--- src/rtl/core/olir_pkg.sv ---
`default_nettype none

package olir_pkg;

    localparam int VALUE_IN_W = 32;
    // step counter wide enough for log2 of the largest supported depth
    localparam int STEP_W = 4;

    localparam logic [1:0] CMD_INSERT       = 2'd0;
    localparam logic [1:0] CMD_REMOVE_RANGE = 2'd1;
    localparam logic [1:0] CMD_REMOVE_VALUE = 2'd2;

    typedef struct packed {
        logic [1:0]            command;
        logic [6:0]            position;
        logic [6:0]            length;
        logic [VALUE_IN_W-1:0] value;
    } req_t;

    typedef struct packed {
        logic [6:0] removed_count;
        logic       found;
        logic [5:0] match_index;
        logic [6:0] occupancy;
        logic       rejected;
    } rsp_t;

    typedef enum logic [2:0] {
        CELL_HOLD        = 3'd0,
        CELL_INSERT      = 3'd1,
        CELL_SHIFT       = 3'd2,
        CELL_SEARCH_INIT = 3'd3,
        CELL_SEARCH_STEP = 3'd4
    } cell_op_t;

    typedef struct packed {
        cell_op_t          op;
        logic [STEP_W-1:0] step;
    } cell_ctrl_t;

endpackage

`default_nettype wire

--- src/rtl/core/olir_cell.sv ---
`default_nettype none

module olir_cell #(
    parameter int DEPTH       = 64,
    parameter int VALUE_WIDTH = 32,
    parameter int INDEX       = 0,
    localparam int CW = $clog2(DEPTH + 1),
    localparam int IW = $clog2(DEPTH),
    localparam int LG = $clog2(DEPTH)
) (
    input  wire logic                   clk,
    input  wire olir_pkg::cell_ctrl_t   ctrl,
    input  wire logic [CW-1:0]          pos,
    input  wire logic [CW-1:0]          used,
    input  wire logic [VALUE_WIDTH-1:0] val,
    input  wire logic [VALUE_WIDTH-1:0] left_data,
    input  wire logic [VALUE_WIDTH-1:0] right_data,
    input  wire logic [LG-1:0]          nb_vld,
    input  wire logic [IW-1:0]          nb_idx [LG],
    output logic [VALUE_WIDTH-1:0]      data,
    output logic                        best_vld,
    output logic [IW-1:0]               best_idx
);

    localparam int SW = olir_pkg::STEP_W;
    localparam logic [CW-1:0] MY_POS = CW'(INDEX);
    localparam logic [IW-1:0] MY_IDX = IW'(INDEX);

    logic [VALUE_WIDTH-1:0] data_reg, data_next;
    logic                   best_vld_reg, best_vld_next;
    logic [IW-1:0]          best_idx_reg, best_idx_next;

    always_comb
    begin
        data_next     = data_reg;
        best_vld_next = best_vld_reg;
        best_idx_next = best_idx_reg;
        case (ctrl.op)
            olir_pkg::CELL_INSERT:
            begin
                if (MY_POS > pos)
                begin
                    data_next = left_data;
                end
                else if (MY_POS == pos)
                begin
                    data_next = val;
                end
            end
            olir_pkg::CELL_SHIFT:
            begin
                if (MY_POS >= pos)
                begin
                    data_next = right_data;
                end
            end
            olir_pkg::CELL_SEARCH_INIT:
            begin
                best_vld_next = (MY_POS < used) && (data_reg == val);
                best_idx_next = MY_IDX;
            end
            olir_pkg::CELL_SEARCH_STEP:
            begin
                // higher neighbor covers higher indices, so it wins
                for (int k = 0; k < LG; k++)
                begin
                    if ((ctrl.step == SW'(k)) && nb_vld[k])
                    begin
                        best_vld_next = 1'b1;
                        best_idx_next = nb_idx[k];
                    end
                end
            end
            default:
            begin
            end
        endcase
    end

    always_ff @(posedge clk)
    begin
        data_reg     <= data_next;
        best_vld_reg <= best_vld_next;
        best_idx_reg <= best_idx_next;
    end

    assign data     = data_reg;
    assign best_vld = best_vld_reg;
    assign best_idx = best_idx_reg;

endmodule

`default_nettype wire

--- config.mk ---
export PLATFORM = sky130hd
export DESIGN_NAME = olir_cell
export DESIGN_NICKNAME = d
export VERILOG_FILES = /design/src/rtl/core/olir_pkg.sv /design/src/rtl/core/olir_cell.sv
export SDC_FILE = /design/constraint.sdc
export NUM_CORES = 1
export LEC_CHECK = 0
export ABC_AREA = 0
export BUFFER_PORTS_ARGS = -buffer_cell sky130_fd_sc_hd__buf_2
export CAP_MARGIN = 20
export CELL_PAD_IN_SITES_DETAIL_PLACEMENT = 0
export CELL_PAD_IN_SITES_GLOBAL_PLACEMENT = 1
export CORE_MARGIN = 3
export CORE_UTILIZATION = 30
export CTS_CLUSTER_SIZE = 20
export DETAILED_ROUTE_END_ITERATION = 6
export GPL_ROUTABILITY_DRIVEN = 1
export GPL_TIMING_DRIVEN = 0
export PLACE_DENSITY_LB_ADDON = 0.1
export SLEW_MARGIN = 20
export SYNTH_ARGS = -nofsm -noshare
export SYNTH_HDL_FRONTEND = slang
export SYNTH_SLANG_ARGS = --single-unit
export TNS_END_PERCENT = 5
--- constraint.sdc ---
create_clock -name clk -period 6.6 [get_ports clk]
set_input_delay 1.65 -clock clk [delete_from_list [all_inputs] [get_ports clk]]
set_output_delay 1.65 -clock clk [all_outputs]
set_load 0.01 [all_outputs]
==> results of run 1 <==
==> stage by stage <==
stage | total power, mW | setup WS [ns]
6_report | 0.531 | 3.25
2_1_floorplan | 0.324 | 3.39
4_1_cts | 0.541 | 3.17
3_3_place_gp | 0.376 | 2.83
3_5_place_dp | 0.377 | 2.87
5_1_grt | 0.557 | 2.98
==> synth_stat cells (2+ instances only) <==
library cell   n  area, um2
a211o_1        5       43.8
a211oi_2       5       62.6
a21oi_1        5       25.0
buf_4          4       30.0
edfxtp_1      39       1170
inv_1          2       7.51
mux2_1        15        169
mux2_2        17        191
mux2i_1        7       70.1
nand3_1        2       10.0
nand3_2        2       20.0
nand4_1        6       37.5
nor2_1         7       26.3
nor4_1         7       43.8
o22ai_1        6       37.5
o41ai_1        2       17.5
xnor2_1       16        140
xor2_1        17        149
==> worst max-delay path: cells and delay by family <==
family,cells,cell delay (ns)
AOI/OAI and AO/OA,1,0.75
and+or+nand+nor,3,0.51
buffers and inverters,2,0.37
==> final cells by class <==
| type | instances | area (um2) |
|---|---|---|
| fillers | 777 | 4290 |
| multi-input cells | 137 | 1190 |
| flip-flops and latches | 39 | 1170 |
| repair buffers | 167 | 858 |
| well taps | 102 | 128 |
| clock buffers | 6 | 72.6 |
| plain buffers | 5 | 35.0 |
| clock inverters | 2 | 12.5 |
| inverters | 2 | 7.51 |
==> cells by family (layout without fill, tap and decap cells) <==
group / count (synthesis) / after routing
AOI/OAI and AO/OA: 26 / 26
xor gates and xnor gates: 33 / 33
buffers and inverters: 7 / 182
DFF: 39 / 39
muxes: 39 / 39
and+or+nand+nor: 39 / 39
==> cell usage in the layout (no fill, tap or decap), types with 2 or more instances in the layout <==
master      n
a211o_1     5
a211oi_2    5
a21oi_1     5
buf_2     167
buf_4       4
clkbuf_8    5
edfxtp_1   39
inv_1       2
mux2_1     15
mux2_2     17
mux2i_1     7
nand3_1     2
nand3_2     2
nand4_1     6
nor2_1      7
nor4_1      7
o22ai_1     6
o41ai_1     2
xnor2_1    16
xor2_1     17
==> worst max-delay path by stage <==
stage / slack, ns / from / to / cells past startpoint
after floorplan: 3.39 / ctrl[2] / best_idx[0]$_SDFFCE_PP0P_ / 5
after CTS: 3.17 / ctrl[0] / best_idx[0]$_SDFFCE_PP0P_ / 6
after detailed placement: 2.87 / ctrl[0] / best_idx[2]$_SDFFCE_PP0P_ / 6
final: 3.25 / ctrl[2] / best_idx[0]$_SDFFCE_PP0P_ / 6
after global placement: 2.83 / ctrl[3] / best_idx[2]$_SDFFCE_PP0P_ / 6
after global routing: 2.98 / ctrl[3] / best_idx[0]$_SDFFCE_PP0P_ / 6
==> layer usage <==
layer | part of all wire [%] | wire length (um)
met1 | 40 | 2760
met2 | 50 | 3480
met3 | 9.1 | 629
met4 | 0.69 | 48
met5 | 0 | 0
==> power by group through the flow <==
stage | logic, mW | registers, mW | clock network [mW]
after floorplan | 0.0389 | 0.285 | 0
after global placement | 0.0925 | 0.283 | 0
after detailed placement | 0.0939 | 0.283 | 0
after CTS | 0.0943 | 0.277 | 0.169
after global routing | 0.103 | 0.278 | 0.177
final | 0.0925 | 0.277 | 0.161
==> impl_metrics.json, run 1 <==
{
  "run_status": "finished clean",
  "final_std_cells_w_o_fill": 460,
  "cts_tree": "yes",
  "hold_ws_ns": 0.893,
  "syn-instance-count": 183,
  "critPathMaxStageDelay_ns": 0.75,
  "tritoncts.num_buffers": 5,
  "synthSimpleGateAreaFrac_pct": 10.9,
  "cts.reportedPaths.clkPinSlew_ns": 0.08,
  "total_core_area_um2": 7770,
  "grt_max_degree": 18,
  "setup_repair_after_global_routing_missed_its_margin": "false",
  "path_class": "in -> reg",
  "cts_hold_repair.buffers": 0,
  "min_to": "best_vld$_SDFFCE_PN1P_",
  "place.detailed.instances": 452,
  "synthArstFlopShare_pct": 0,
  "wire_per_inst_um": 15.1,
  "wirelength_um": 6920,
  "areaGrowthSynthToFinish_pct": 44.6,
  "worst-path-max-fanout": 10,
  "cts.path.max_buffers": 2,
  "post_route_cells_drive_above_1_share_pct": 58.4,
  "synth-edff-count": 39,
  "power.sequential.fraction_pct": 52.2,
  "slew_violations": 0,
  "clk-insertion-delay-late_ns": 0.29,
  "timing.final.crit_period_ns": 3.35,
  "ratio_of_routed_vias_to_standard_cells": 4.64,
  "reg2reg_from": "data[0]$_DFFE_PP_",
  "timing.fmax_ghz": 0.298,
  "net-switching-power_mw": 0.127,
  "report.final.hold_viol_count": 0,
  "number_of_cells_traversed_by_the_worst_register_to_register_path": 5,
  "post_synthesis_adder_cell_area_fraction_pct": 0,
  "largest_register_ffs": 32,
  "drt-initial-drc-count": 38,
  "buffer_ports.inserted": 166,
  "placement.cell_area_um2": 3390,
  "switching_power_share_of_the_total_pct": 23.9,
  "tightestPinTransition_ns": 0.942,
  "worst_path_max_delay_cell": "o21ai_0",
  "die_x_um": 95.5,
  "drv.max_cap_violation_count": 0,
  "antenna_cells_inserted": 0,
  "power.internal_mw": 0.404,
  "final_net_count": 517,
  "count_of_unresolved_drc_violations_after_routing": 0,
  "end_kind": "flop",
  "top_usage_layer": "met2",
  "detail-route-antenna-nets": 0,
  "use_met2_pct": 26.2,
  "antenna_violations_before_repair": 0,
  "yosysWarnings": 0,
  "critPathArrivalTime_ns": 3.27,
  "finalClockSkew_ns": 0.00367,
  "drt_first_pass_iters": 4,
  "htree_num_levels": 2,
  "synth_fp_nets": 343,
  "combinationalPowerShare_pct": 17.4,
  "grt_use_met1_pct": 17.0,
  "synth_sequential_area_ratio_pct": 48.8,
  "fin_tns_setup_ns": 0,
  "timing.critical_path.cells": "buf_2 > nor2_4 > and4_1 > buf_2 > nor3_1 > o21ai_0",
  "synth.cell_area_um2": 2400,
  "ir_worst_vdd_mv": 0.0804,
  "io_pins": 199,
  "max-slew-margin-rel_pct": 36.6,
  "post-dp-hpwl_um": 5820,
  "die_boundary_height_um": 95.5,
  "cts-root-buf": "clkbuf_8",
  "syn_avg_cell_area_um2": 13.1,
  "netlist-cell-type-count": 37,
  "dominantRegCellSynth": "edfxtp_1",
  "gp_congestion": 0.723,
  "cts_resized": 0,
  "synth_xor_xnor_area_share_pct": 12.0,
  "grt.met3_usage_pct": 3.79,
  "grt_pass1_wl_um": 10100,
  "complex_gate_fraction_of_the_synthesized_area_pct": 8.65,
  "critical-path-top-cell-by-count": "buf_2",
  "cts_setup_buffers": 0,
  "via_count": 2133,
  "synth-seq-cells": 39,
  "reg2reg_slack_ns": 5.01,
  "fp-row-count": 32,
  "cp-start-kind": "primary input",
  "clock_power_share_pct": 30.4,
  "grt.total_usage_pct": 14.5,
  "fp.dieArea_um2": 9120,
  "final-setup-viol-count": 0,
  "clock_sink_count": 39,
  "power_density_nw_per_um2": 153,
  "utilization_pct": 44.7,
  "timing.hold.worst.class": "reg -> reg",
  "post-route-period-util_pct": 50.8,
  "min_path_cells": 4,
  "timing.rr.end": "best_vld$_SDFFCE_PN1P_",
  "final_design_area_no_fill_um2": 3470,
  "initial_core_util_pct": 30.9,
  "post_synth_mux_area_share_pct": 17.9,
  "required_ns": 6.52,
  "worst_hold_startpoint": "data[8]$_DFFE_PP_",
  "combinational_family_with_the_most_area_after_synthesis": "multiplexers",
  "overflow": 0,
  "leakage_component_of_the_power_nw": 1.50,
  "via_count_of_the_first_global_routing_pass": 2103
}
Power figures use the tool's default switching activity.
==> inputs of run 2 (changes only) <==
--- a/config.mk
+++ b/config.mk
@@ -5,13 +5,13 @@
 export SDC_FILE = /design/constraint.sdc
 export NUM_CORES = 1
 export LEC_CHECK = 0
-export ABC_AREA = 0
+export ABC_AREA = 1
 export BUFFER_PORTS_ARGS = -buffer_cell sky130_fd_sc_hd__buf_2
 export CAP_MARGIN = 20
 export CELL_PAD_IN_SITES_DETAIL_PLACEMENT = 0
 export CELL_PAD_IN_SITES_GLOBAL_PLACEMENT = 1
 export CORE_MARGIN = 3
-export CORE_UTILIZATION = 30
+export CORE_UTILIZATION = 25
 export CTS_CLUSTER_SIZE = 20
 export DETAILED_ROUTE_END_ITERATION = 6
 export GPL_ROUTABILITY_DRIVEN = 1
==> constraint.sdc (replaced) <==
create_clock -name clk -period 2.95 [get_ports clk]
set_input_delay 0.7375 -clock clk [delete_from_list [all_inputs] [get_ports clk]]
set_output_delay 0.7375 -clock clk [all_outputs]
set_load 0.01 [all_outputs]
==> impl_metrics.json, run 2 <==
{
  "initial_core_util_pct": 26.2,
  "syn-instance-count": 295,
  "complex_gate_fraction_of_the_synthesized_area_pct": 5.95,
  "critPathArrivalTime_ns": 1.99,
  "antenna_violations_before_repair": 0,
  "grt_max_degree": 25,
  "post-route-period-util_pct": 70.1,
  "final_net_count": 629,
  "synth-edff-count": 39,
  "combinational_family_with_the_most_area_after_synthesis": "simple AND/OR/NAND/NOR gates",
  "timing.fmax_ghz": 0.483,
  "preCtsSetupSlack_ns": 0.539,
  "gp_congestion": 0.764,
  "post_synthesis_adder_cell_area_fraction_pct": 0,
  "die_boundary_height_um": 108,
  "place.detailed.instances": 595,
  "timing.hold.worst.class": "in -> reg",
  "placement.cell_area_um2": 3630,
  "finalClockSkew_ns": 0.00931,
  "fp-row-count": 36,
  "timing.critical_path.cells": "buf_2 > nor2_1 > nand3_1 > nand2_2 > o21ai_1 > o21ai_1",
  "min_path_cells": 2,
  "cp-start-kind": "primary input",
  "final_design_area_no_fill_um2": 3720,
  "slew_violations": 0,
  "yosysMostFrequentCell": "nand2_1",
  "cts_hold_repair.buffers": 0,
  "cts.path.max_buffers": 2,
  "max-slew-margin-rel_pct": 59.0,
  "ratio_of_routed_vias_to_standard_cells": 4.33,
  "cts.reportedPaths.clkPinSlew_ns": 0.08,
  "synth.cell_area_um2": 2610,
  "path_class": "in -> reg",
  "antenna_cells_inserted": 0,
  "cts_resized": 0,
  "critical-path-top-cell-by-count": "o21ai_1",
  "synth-seq-cells": 39,
  "tritoncts.num_buffers": 5,
  "drt-initial-drc-count": 114,
  "synth_fp_nets": 455,
  "leakage_component_of_the_power_nw": 1.75,
  "synth_sequential_area_ratio_pct": 44.9,
  "via_count_of_the_first_global_routing_pass": 2472,
  "yosysWarnings": 0,
  "final_std_cells_w_o_fill": 603,
  "htree_num_levels": 2,
  "synthTopCellsByArea": "edfxtp_1 45%, mux2_1 11%, xnor2_1 7.4%",
  "synthSimpleGateAreaFrac_pct": 22.0,
  "synth.top_cells.by_count": "51 x nand2_1, 43 x inv_1, 39 x edfxtp_1, 34 x nor2_1, 25 x mux2_1",
  "fp.dieArea_um2": 11700,
  "grt_pass1_wl_um": 11800,
  "drv.max_cap_violation_count": 0,
  "synth.largest_area_cell": "edfxtp_1",
  "largest_register_ffs": 32,
  "io_pins": 199,
  "number_of_cells_traversed_by_the_worst_register_to_register_path": 7,
  "total_core_area_um2": 9950,
  "areaGrowthSynthToFinish_pct": 42.5,
  "total_power_mw": 1.20,
  "netlist.area_leader.share_pct": 44.9,
  "cts_tree": "yes",
  "setup_repair_after_global_routing_missed_its_margin": "false",
  "overflow": 0,
  "buffer_ports.inserted": 166,
  "grt.total_usage_pct": 13.0,
  "timing.final.crit_period_ns": 2.07,
  "mostFrequentLayoutCells": "170 x buf_2, 51 x nand2_1, 43 x inv_1",
  "post-dp-hpwl_um": 6680,
  "worst-path-max-fanout": 7,
  "synth_xor_xnor_area_share_pct": 8.39,
  "ir_worst_vdd_mv": 0.147,
  "dominantRegCellSynth": "edfxtp_1",
  "report.final.hold_viol_count": 0,
  "end_kind": "flop",
  "tightestPinTransition_ns": 0.611,
  "syn_avg_cell_area_um2": 8.84,
  "clk-insertion-delay-late_ns": 0.29,
  "post_route_cells_drive_above_1_share_pct": 41.3,
  "cts-root-buf": "clkbuf_8",
  "utilization_pct": 37.4,
  "synthArstFlopShare_pct": 0,
  "clock_sink_count": 39,
  "worst_path_max_delay_cell": "o21ai_1",
  "required_ns": 2.87,
  "count_of_unresolved_drc_violations_after_routing": 0,
  "post_synth_mux_area_share_pct": 10.8,
  "critPathMaxStageDelay_ns": 0.36,
  "netlist-cell-type-count": 25,
  "wirelength_um": 7970,
  "worst_slack_ns": 0.882,
  "wire_per_inst_um": 13.2,
  "final-setup-viol-count": 0,
  "cts_setup_buffers": 0,
  "drt_first_pass_iters": 4,
  "detail-route-antenna-nets": 0,
  "via_count": 2608,
  "most_common_cell_after_layout_fill_and_taps_aside": "buf_2",
  "die_x_um": 108,
  "run_status": "finished clean",
  "power_density_nw_per_um2": 323
}
==> run 2: cell types whose count changed in the layout (fill, tap and decap cells not counted), moves of 6 or more <==
cell	delta
a21oi_1	+8
inv_1	+41
mux2_1	+10
mux2_2	-17
mux2i_1	-7
nand2_1	+50
nand3_1	+10
nor2_1	+26
nor4_1	-6
o21ai_0	+14
o22ai_1	-6
xnor2_1	+6
xor2_1	-14
==> run 2: logic make-up (layout without fill, tap and decap cells) <==
| family | Yosys count | after routing |
|---|---|---|
| compound gates | 31 | 31 |
| xor+xnor | 25 | 25 |
| flops | 39 | 39 |
| simple gates | 123 | 123 |
| buf+inv | 52 | 227 |
| mux | 25 | 25 |
==> run 2: layer usage <==
layer | part of all wire [%] | wire, um | up-vias | track usage, %
met5 | 0 | 0 | - | 0
met4 | 0.85 | 68 | 0 | 2.98
met3 | 9.0 | 714 | 6 | 3.64
met2 | 48 | 3850 | 112 | 22.4
met1 | 42 | 3340 | 1167 | 16.1
li1 | - | - | 1323 | -
==> run 2: through the flow <==
| step | hold WS, ns | TNS [ns] |
|---|---|---|
| after global routing | 0.710 | 0 |
| after floorplan | 0.824 | 0 |
| after detailed placement | 0.831 | 0 |
| after CTS | 0.711 | 0 |
| after global placement | 0.818 | -6.94 |
| final | 0.723 | 0 |
==> run 2: path summary, 6_finish.rpt <==
path / start / slack [ns] / to
worst min register to register: data[22]$_DFFE_PP_ / 0.84 / best_vld$_SDFFCE_PN1P_
worst min-delay path: right_data[15] / 0.72 / data[15]$_DFFE_PP_
worst max-delay path: ctrl[1] / 0.88 / best_idx[0]$_SDFFCE_PP0P_
worst max register to register: data[10]$_DFFE_PP_ / 1.63 / best_vld$_SDFFCE_PN1P_
==> run 2: cell type report <==
type	count	area (um2)
fillers	1083	6240
well taps	133	166
flip-flops and latches	39	1170
inverters	47	176
clock inverters	2	12.5
clock buffers	6	72.6
repair buffers	167	851
plain buffers	5	31.3
multi-input cells	204	1240
==> run 2: where the power goes <==
group          internal [mW]  total, mW  switching, mW
registers              0.619      0.621        0.00199
clock network          0.166      0.364          0.198
logic                  0.115      0.218          0.103
==> run 2: worst max-delay path: cells and delay by family <==
| kind | cells | cell delay, ns |
|---|---|---|
| and+or+nand+nor | 3 | 0.66 |
| AOI/OAI and AO/OA | 2 | 0.45 |
| buffers and inverters | 1 | 0.13 |
==> inputs of run 3 (changes only) <==
--- a/config.mk
+++ b/config.mk
@@ -11,7 +11,7 @@
 export CELL_PAD_IN_SITES_DETAIL_PLACEMENT = 0
 export CELL_PAD_IN_SITES_GLOBAL_PLACEMENT = 1
 export CORE_MARGIN = 3
-export CORE_UTILIZATION = 25
+export CORE_UTILIZATION = 27
 export CTS_CLUSTER_SIZE = 20
 export DETAILED_ROUTE_END_ITERATION = 6
 export GPL_ROUTABILITY_DRIVEN = 1
==> constraint.sdc (replaced) <==
create_clock -name clk -period 2.1 [get_ports clk]
set_input_delay 0.525 -clock clk [delete_from_list [all_inputs] [get_ports clk]]
set_output_delay 0.525 -clock clk [all_outputs]
set_load 0.01 [all_outputs]
==> impl_metrics.json, run 3 (synthesis gave the netlist of run 2 again) <==
{
  "run_status": "finished clean",
  "final_net_count": 629,
  "clock_sink_count": 39,
  "grt_max_degree": 17,
  "required_ns": 2.02,
  "path_class": "in -> reg",
  "wirelength_um": 7900,
  "cts_setup_buffers": 0,
  "fp-row-count": 35,
  "die_x_um": 104,
  "post_route_cells_drive_above_1_share_pct": 41.3,
  "hold_ws_ns": 0.508,
  "final_std_cells_w_o_fill": 599,
  "worst-path-max-fanout": 7,
  "cts_hold_repair.buffers": 0,
  "via_count_of_the_first_global_routing_pass": 2543,
  "initial_core_util_pct": 28.0,
  "mostFrequentLayoutCells": "170 x buf_2, 51 x nand2_1, 43 x inv_1",
  "end_kind": "flop",
  "via_count": 2595,
  "finalClockSkew_ns": 0.00998,
  "post-route-period-util_pct": 88.5,
  "ratio_of_routed_vias_to_standard_cells": 4.33,
  "cts.reportedPaths.clkPinSlew_ns": 0.08,
  "net-switching-power_mw": 0.424,
  "setup_repair_after_global_routing_missed_its_margin": "false",
  "power.sequential.fraction_pct": 51.7,
  "min_path_cells": 2,
  "antenna_violations_before_repair": 0,
  "multiInputGateArea_um2": 1250,
  "timing.final.crit_period_ns": 1.86,
  "tritoncts.num_buffers": 5,
  "max-slew-margin-rel_pct": 57.7,
  "drt_first_pass_iters": 4,
  "leakage_component_of_the_power_nw": 1.74,
  "grt_pass1_wl_um": 12200,
  "cts.path.max_buffers": 2,
  "wire_per_inst_um": 13.2,
  "areaGrowthSynthToFinish_pct": 42.0,
  "clock_power_share_pct": 30.1,
  "critPathArrivalTime_ns": 1.78,
  "timing.hold.worst.class": "in -> reg",
  "drt-initial-drc-count": 95,
  "count_of_unresolved_drc_violations_after_routing": 0,
  "worst_slack_ns": 0.241,
  "tightestPinTransition_ns": 0.630,
  "seqCellArea_um2": 1170,
  "overflow": 0,
  "buffer_ports.inserted": 166,
  "ir_worst_vdd_mv": 0.240,
  "switching_power_share_of_the_total_pct": 25.1,
  "io_pins": 199,
  "fp.dieArea_um2": 10900,
  "report.final.hold_viol_count": 0,
  "n_fill_cell": 988,
  "grt.total_usage_pct": 13.9,
  "post-dp-hpwl_um": 6460,
  "antenna_cells_inserted": 0,
  "number_of_cells_traversed_by_the_worst_register_to_register_path": 7,
  "clk-insertion-delay-late_ns": 0.29,
  "final-setup-viol-count": 0,
  "cp-start-kind": "primary input",
  "detail-route-antenna-nets": 0,
  "utilization_pct": 39.7,
  "largest_register_ffs": 32,
  "total_core_area_um2": 9330,
  "combinationalPowerShare_pct": 18.2,
  "power_density_nw_per_um2": 455,
  "place.detailed.instances": 590,
  "fin_tns_setup_ns": 0,
  "slew_violations": 0,
  "timing.fmax_ghz": 0.538,
  "htree_num_levels": 2,
  "most_common_cell_after_layout_fill_and_taps_aside": "buf_2",
  "cts_tree": "yes",
  "drv.max_cap_violation_count": 0,
  "die_boundary_height_um": 104,
  "cts-root-buf": "clkbuf_8",
  "power.internal_mw": 1.26,
  "gp_congestion": 0.796,
  "preCtsSetupSlack_ns": -0.307
}
run 3: power groups by stage:
stage          clock network, mW  registers, mW  logic (mW)
6_report                   0.507          0.872       0.308
5_1_grt                    0.570          0.873       0.350
4_1_cts                    0.541          0.872       0.313
3_5_place_dp                   0          0.890       0.311
3_3_place_gp                   0          0.890       0.306
2_1_floorplan                  0          0.895       0.134
run 3: worst paths after layout:
path / from / slack [ns] / to
worst max-delay path: ctrl[1] / 0.24 / best_idx[0]$_SDFFCE_PP0P_
worst min-delay path: right_data[4] / 0.51 / data[4]$_DFFE_PP_
worst max register to register: data[16]$_DFFE_PP_ / 0.73 / best_vld$_SDFFCE_PN1P_
worst min register to register: data[23]$_DFFE_PP_ / 0.83 / best_vld$_SDFFCE_PN1P_
run 3: repair_timing:
action / 4_1_cts / 5_1_grt
pin swaps: 1 / 0
hold endpoints to repair: 0 / 0
resized for setup: 0 / 1
setup endpoints to repair: 1 / 16
gates cloned: 1 / 0
run 3: cell type report:
class	count	area share (%)
clock inverters	2	0.338
multi-input cells	205	33.7
well taps	129	4.36
repair buffers	166	22.4
inverters	47	4.76
clock buffers	6	1.96
plain buffers	5	0.844
flip-flops and latches	39	31.6
run 3: worst max-delay path, stage by stage:
cell	delay, ns
buf_2	0.13
nor2_1	0.17
nand3_1	0.27
nand2_2	0.21
o21ai_1	0.09
o21ai_1	0.37
run 3: per-stage QoR:
stage | cell area, um2 | power (mW)
final | 3700 | 1.69
after global placement | 3610 | 1.20
after CTS | 3700 | 1.73
after detailed placement | 3610 | 1.20
after global routing | 3700 | 1.79
after floorplan | 2620 | 1.03
run 3: metal layers:
| layer | wire [um] | part of all wire (%) | vias to the layer above | global-route usage [%] |
|---|---|---|---|---|
| li1 | - | - | 1326 | - |
| met1 | 3440 | 43 | 1156 | 17.9 |
| met2 | 3730 | 47 | 104 | 22.8 |
| met3 | 622 | 7.9 | 9 | 4.03 |
| met4 | 112 | 1.4 | 0 | 3.42 |
| met5 | 0 | 0 | - | 0 |
